===== src/rtl/puha_pkg.sv =====
// Package for the pair utility hash accumulator: status codes, FSM states,
// hash constants and controller/datapath command and status structs.
// No dependencies.
package puha_pkg;

  localparam int unsigned TableSizeDef = 4096;
  localparam int unsigned KeyW = 64;
  localparam int unsigned SumW = 48;
  localparam logic [63:0] MixC1 = 64'hbf58476d1ce4e5b9;
  localparam logic [63:0] MixC2 = 64'h94d049bb133111eb;
  localparam logic [SumW-1:0] SumMax = {SumW{1'b1}};

  typedef enum logic [2:0] {
    ST_ADDED   = 3'd0,
    ST_INSERT  = 3'd1,
    ST_FULL    = 3'd2,
    ST_ZERO    = 3'd3,
    ST_READ    = 3'd4
  } status_t;

  typedef enum logic [3:0] {
    S_CLEAR, S_IDLE, S_H1, S_M1A, S_M1B, S_H2, S_M2A, S_M2B, S_H3,
    S_PROBE, S_CHECK, S_RDWAIT, S_OUT
  } state_t;

  // 32x32 partial product helper for the staged 64-bit multiply
  function automatic logic [63:0] mul32(input logic [31:0] a, input logic [31:0] b);
    mul32 = {32'd0, a} * {32'd0, b};
  endfunction

  typedef struct packed {
    logic clr_wr;      // write zero at clear pointer
    logic load;        // capture request
    logic h1;          // first xor-shift
    logic m_a;         // low/cross products
    logic m_b;         // combine products
    logic h2;          // second xor-shift
    logic h3;          // final xor-shift, set home
    logic rd;          // issue memory read at probe pointer
    logic adv;         // advance probe pointer
    logic wr_new;      // insert key and sum
    logic wr_add;      // write updated sum
    logic emit;        // drive result
    logic [2:0] stat;  // status for the result
    logic show;        // show slot contents
  } ctl_t;

  typedef struct packed {
    logic is_read;
    logic empty;
    logic match;
    logic util_zero;
    logic clr_done;
    logic probes_done;
    logic second_mul;
  } sts_t;

endpackage


===== src/rtl/puha_ctrl.sv =====
// Controller FSM: clearing sweep, hash sequencing, probe loop, slot read, result issue.
// Depends on puha_pkg.
module puha_ctrl
  import puha_pkg::*;
(
  input  logic clk,
  input  logic rst_n,
  input  logic start,
  output logic busy,
  input  sts_t sts,
  output ctl_t ctl
);

  state_t state_r, state_nxt;

  always_ff @(posedge clk) begin
    if (!rst_n) state_r <= S_CLEAR;
    else state_r <= state_nxt;
  end

  always_comb begin
    state_nxt = state_r;
    ctl = '0;
    busy = (state_r != S_IDLE);
    unique case (state_r)
      S_CLEAR: begin
        ctl.clr_wr = 1'b1;
        if (sts.clr_done) state_nxt = S_IDLE;
      end
      S_IDLE: if (start) begin
        ctl.load = 1'b1;
        state_nxt = S_H1;
      end
      S_H1: begin
        if (sts.is_read) begin
          ctl.rd = 1'b1;
          state_nxt = S_RDWAIT;
        end else begin
          ctl.h1 = 1'b1;
          state_nxt = S_M1A;
        end
      end
      S_M1A: begin ctl.m_a = 1'b1; state_nxt = S_M1B; end
      S_M1B: begin
        ctl.m_b = 1'b1;
        state_nxt = sts.second_mul ? S_H3 : S_H2;
      end
      S_H2: begin ctl.h2 = 1'b1; state_nxt = S_M1A; end
      S_H3: begin ctl.h3 = 1'b1; state_nxt = S_PROBE; end
      S_PROBE: begin
        if (sts.probes_done) begin
          ctl.emit = 1'b1;
          ctl.stat = ST_FULL;
          state_nxt = S_IDLE;
        end else begin
          ctl.rd = 1'b1;
          state_nxt = S_CHECK;
        end
      end
      S_CHECK: begin
        if (sts.empty) begin
          ctl.emit = 1'b1;
          if (sts.util_zero) ctl.stat = ST_ZERO;
          else begin
            ctl.stat = ST_INSERT;
            ctl.show = 1'b1;
            ctl.wr_new = 1'b1;
          end
          state_nxt = S_IDLE;
        end else if (sts.match) begin
          ctl.emit = 1'b1;
          ctl.stat = ST_ADDED;
          ctl.show = 1'b1;
          ctl.wr_add = 1'b1;
          state_nxt = S_IDLE;
        end else begin
          ctl.adv = 1'b1;
          state_nxt = S_PROBE;
        end
      end
      S_RDWAIT: begin
        ctl.emit = 1'b1;
        ctl.stat = ST_READ;
        ctl.show = 1'b1;
        state_nxt = S_IDLE;
      end
      default: state_nxt = S_IDLE;
    endcase
  end

endmodule


===== config.mk =====
export PLATFORM = sky130hd
export DESIGN_NAME = puha_ctrl
export DESIGN_NICKNAME = d
export VERILOG_FILES = /design/src/rtl/puha_pkg.sv /design/src/rtl/puha_ctrl.sv
export SDC_FILE = /design/constraint.sdc
export NUM_CORES = 1
export LEC_CHECK = 0
export ABC_AREA = 0
export BUFFER_PORTS_ARGS = -buffer_cell sky130_fd_sc_hd__clkbuf_2
export CAP_MARGIN = 20
export CORE_AREA = 2 2 39 41
export CTS_CLUSTER_SIZE = 28
export DETAILED_ROUTE_END_ITERATION = 16
export DIE_AREA = 0 0 41 43
export GPL_ROUTABILITY_DRIVEN = 1
export PLACE_DENSITY = 0.64
export SYNTH_ARGS = -nofsm -noshare
export SYNTH_HDL_FRONTEND = slang
export SYNTH_SLANG_ARGS = --single-unit

===== constraint.sdc =====
create_clock -name clk -period 1.7 [get_ports clk]
set_input_delay 0.085 -clock clk [delete_from_list [all_inputs] [get_ports clk]]
set_output_delay 0.085 -clock clk [all_outputs]
set_load 0.03 [all_outputs]

== Yosys cells after proc, flatten, opt, wreduce, memory -nomap -nowiden ==
Index checks and enable logic that the tools add are counted.
Operators by class
  add/subtract/negate cells: 0
  $mul: 0
  divide/modulo/power cells: 0
  $lt $le $gt $ge: 0
  eq/ne operators: 12
  shift operators: 0
  mux-type cells: 32
  bitwise operators: 0
  reduce and logical (&&, ||, !) cells: 2
Operators by type and width (count)
  4-bit one-hot mux with 9 select lines: 1
  4-bit two-way mux: 8
  4-bit == test (second input constant): 4
  1-bit two-way mux: 16
  4-bit one-hot mux with 3 select lines: 1
  4-bit by 2-bit == test with 1-bit output (second input constant): 2
  4-bit by 3-bit == test with 1-bit output (second input constant): 2
  6-bit two-way mux: 1
  5-bit two-way mux: 1
  4-bit by 1-bit == test with 1-bit output (second input constant): 1
  4-bit logical NOT: 1
  2-bit inequality test (second input constant): 2
  4-bit by 1-bit inequality test with 1-bit output (second input constant): 1
  1-bit one-hot mux with 2 select lines: 2
  3-bit two-way mux: 1
  2-bit two-way mux: 1
  2-bit AND reduction: 1
Storage, ports and cells
  register bits: 4
  bits in latches: 0
  RAM bits: 0
  ROM bits: 0
  input port bits: 10
  output and inout port bits: 17
  word-level logic and storage cells: 47
  memories: 0

== Logic depth before layout (Yosys ltp) ==
  depth after elaboration: 3
  gate-level depth with buffers: 5
  depth with buffers taken out: 3

== Worst setup path before layout ==
OpenSTA, ideal clock, no wires.
  kind: register -> output
  start: register state_r[1]
  end: output ctl[5] (netlist name)
  arrival: 1.730 ns
  data required time: 1.615 ns
  slack: -0.115 ns
  cell stages (with the launch flop): 3
  buffers on the path: 0
  path through: dfxtp_1 or2b_1 nor4b_1
RTL lines
  start, declared: line puha_ctrl.sv:14  | state_t state_r, state_nxt;
  start signal, assigned: line puha_ctrl.sv:18  | else state_r <= state_nxt;
  end, declared: line puha_ctrl.sv:11  | output ctl_t ctl

==> qor.csv <==
stage,metric,value,unit
finish,final_nets,101,
cts,cts_root_buf,clkbuf_4,
finish,drive_above_1_share,0.416,
yosys,synth_edf_count,0,
yosys,ys_ff_latch,4,
min_path,worstHoldStart,rst_n,
drt,firstDrtPassIters,4,
cts,cts_setup_buffers,0,
cts,clk_pin_slew,0.04,ns
sta,timing.slew.headroom,0.680,
yosys,yosys_warnings,0,
sta,fmax,643,MHz
yosys,synth-seq-area-share,0.168,
drt,drt-initial-drc-count,7,
yosys,synth_top_cell_area_share,0.168,
sta,fin_crit_sh,0.915,
min_path,holdPathEnd,state_r[0],
cts,clkSinkCount,4,
critical_path,crit_required,1.62,ns
floorplan,initial_utilization,0.344,
placed_design,gp_congestion,0.721,
cts,cts_max_path_buffers,2,
yosys,syn-num-nets,74,
sta,fin_hold_ws,0.0963,ns
sta,setup_violations,0,
floorplan,core,1380,µm²
job,maxCapViolCount,0,
finish,final_area,633,µm²
critical_path,cp_slowest_cell,dfxtp_1,
power,p_leak,0.277,nW
yosys,synthFlopType,dfxtp_1,
min_path,whs_path_depth,3,
sta,rsz0062_at_grt,no,
global_routing,grt_max_degree,18,
power,ir_worst_vdd,0.279,mV
yosys,synth_area_leader_cell,dfxtp_1,
cts,numCtsBuffers,3,
critical_path,worst_r2r_endpoint,state_r[3],
finish,num-fill-cells,153,
critical_path,crit_path_start_kind,flop,
placed_design,io_buffers,26,
drt,vias,569,
global_routing,grt_usage,0.163,
critical_path,reg2regPathDepth,3,
critical_path,reg2reg_slack,0.41,ns
yosys,synth_area_leaders,"dfxtp_1, buf_6, a21oi_1, nand2b_1, nand4bb_1",
drt,drt_wl_total,1240,µm
status,status,finished clean,
critical_path,crit_chain,inv_1 -> or2_1 -> a21oi_1 -> clkbuf_2,
yosys,postSynth.asyncResetShare,0,
finish,diodes,0,
yosys,yosysUniqueCellTypes,34,
cts,clkLatencyLatePin,0.24,ns
sta,slew_viol_final,0,
drt,antenna_left,0,
yosys,syn_area,475,µm²
sta,finClkSkew,0.00721,ns
floorplan,fp-row-count,14,
drt,wl_per_cell,11.8,µm
critical_path,rr_startpoint,state_r[0],
yosys,synth_commonest_cells,"a21oi_1, nor2_1",
critical_path,worstPathMaxFanout,13,
sta,worstMarginPinSlew,0.480,ns
yosys,synthCells,64,
min_path,hold_path_class,in2reg,
cts,cts_htree_levels,1,
finish,syn2layout_area_growth,33.2,%
floorplan,die_width,41,µm
global_routing,grt_pass1_vias,477,
critical_path,cp-end-kind,output pin,
sta,hold_violations,0,
placed_design,hpwl,963,µm
floorplan,die_area,1760,µm²
drt,via_per_inst,5.42,
global_routing,overflow,0,
cts,postCtsHoldBufs,0,
global_routing,antenna_found_initial,0,
drt,drcViolationCount,0,
critical_path,crit_type,reg2out,
sta,min_period,1.56,ns
finish,regMostFlops,state_r,
critical_path,arrival,1.47,ns
floorplan,io-pin-count,27,
global_routing,grt_pass1_wl,1930,µm
floorplan,die_h,43,µm
yosys,syn_area_per_cell,7.43,µm²
finish,reg.largest.list,state_r x4,
placed_design,place_area,604,µm²
finish,largest_register_ffs,4,
power,powerDensity,524,nW/µm²
critical_path,critical_path.max_stage_delay,0.51,ns
cts,tritoncts,built,
-- area by class of cell --
cell class,instances,area [µm²],area share
clock buffers,3,22.5,0.0356
inverters,2,7.51,0.0119
multi-input cells,52,352,0.555
flip-flops and latches,4,83.8,0.132
well taps,16,20.0,0.0316
repair buffers,28,148,0.233
-- repair_timing --
item | in CTS | in global routing
endpoints found under the setup margin | 2 | 1
cloned | 0 | 0
gates resized for setup | 1 | 3
-- cells in the final DEF, fill, tap and decap left out, drive strengths merged, types with 2 or more instances in the layout --
| cell | count |
|---|---|
| clkbuf | 29 |
| nor2 | 5 |
| a21oi | 5 |
| nor3 | 5 |
| nand2b | 4 |
| nand2 | 4 |
| dfxtp | 4 |
| or2 | 3 |
| inv | 2 |
| nand4bb | 2 |
| o21ai | 2 |
| and3 | 2 |
| buf | 2 |
| nor4 | 2 |
-- critical path: cells and delay by family, from the launching register on --
family                 cells  cell delay (ns)
AOI/OAI and AO/OA          1             0.13
DFF                        1             0.51
buffers and inverters      2             0.35
and+or+nand+nor            1             0.25
-- routing by layer --
metal,part of all wire,track usage
met4,0.019,0.120
met2,0.45,0.241
met5,0,0
met3,0.064,0.0157
met1,0.46,0.206
-- kinds of logic after synthesis --
logic type	share of synthesized area
AND/OR/NAND/NOR	0.450
buffers and inverters	0.118
flip-flops	0.168
AO/OA/AOI/OAI	0.263
-- per-stage QoR --
stage / std cells / worst slack, ns / utilization / power [mW] / TNS, ns
after floorplan: 64 / -0.00137 / - / 0.187 / -0.00137
after global placement: 102 / 0.277 / 0.437 / 0.211 / 0
after detailed placement: 102 / 0.221 / 0.437 / 0.211 / 0
after CTS: 105 / 0.0834 / 0.454 / 0.341 / 0
after global routing: 105 / 0.0155 / 0.458 / 0.352 / 0
final: 105 / 0.145 / 0.458 / 0.332 / 0
-- worst max-delay path by stage --
stage,from,end,slack [ns],depth (start not counted)
2_1_floorplan,state_r[1],ctl[13],-0.001,2
3_3_place_gp,state_r[1],ctl[5],0.28,3
3_5_place_dp,state_r[1],ctl[5],0.22,3
4_1_cts,state_r[1],ctl[5],0.08,3
5_1_grt,state_r[0],ctl[2],0.02,4
6_report,state_r[0],ctl[2],0.14,4
-- where the power goes --
part           internal [mW]  total, mW  leakage [nW]  switching [mW]
clock network         0.0793      0.123        0.0138          0.0436
registers             0.0976      0.108        0.0333          0.0108
logic                 0.0394      0.101         0.230          0.0612
total                  0.216      0.332         0.277           0.116
Power figures use the tool's default switching activity.
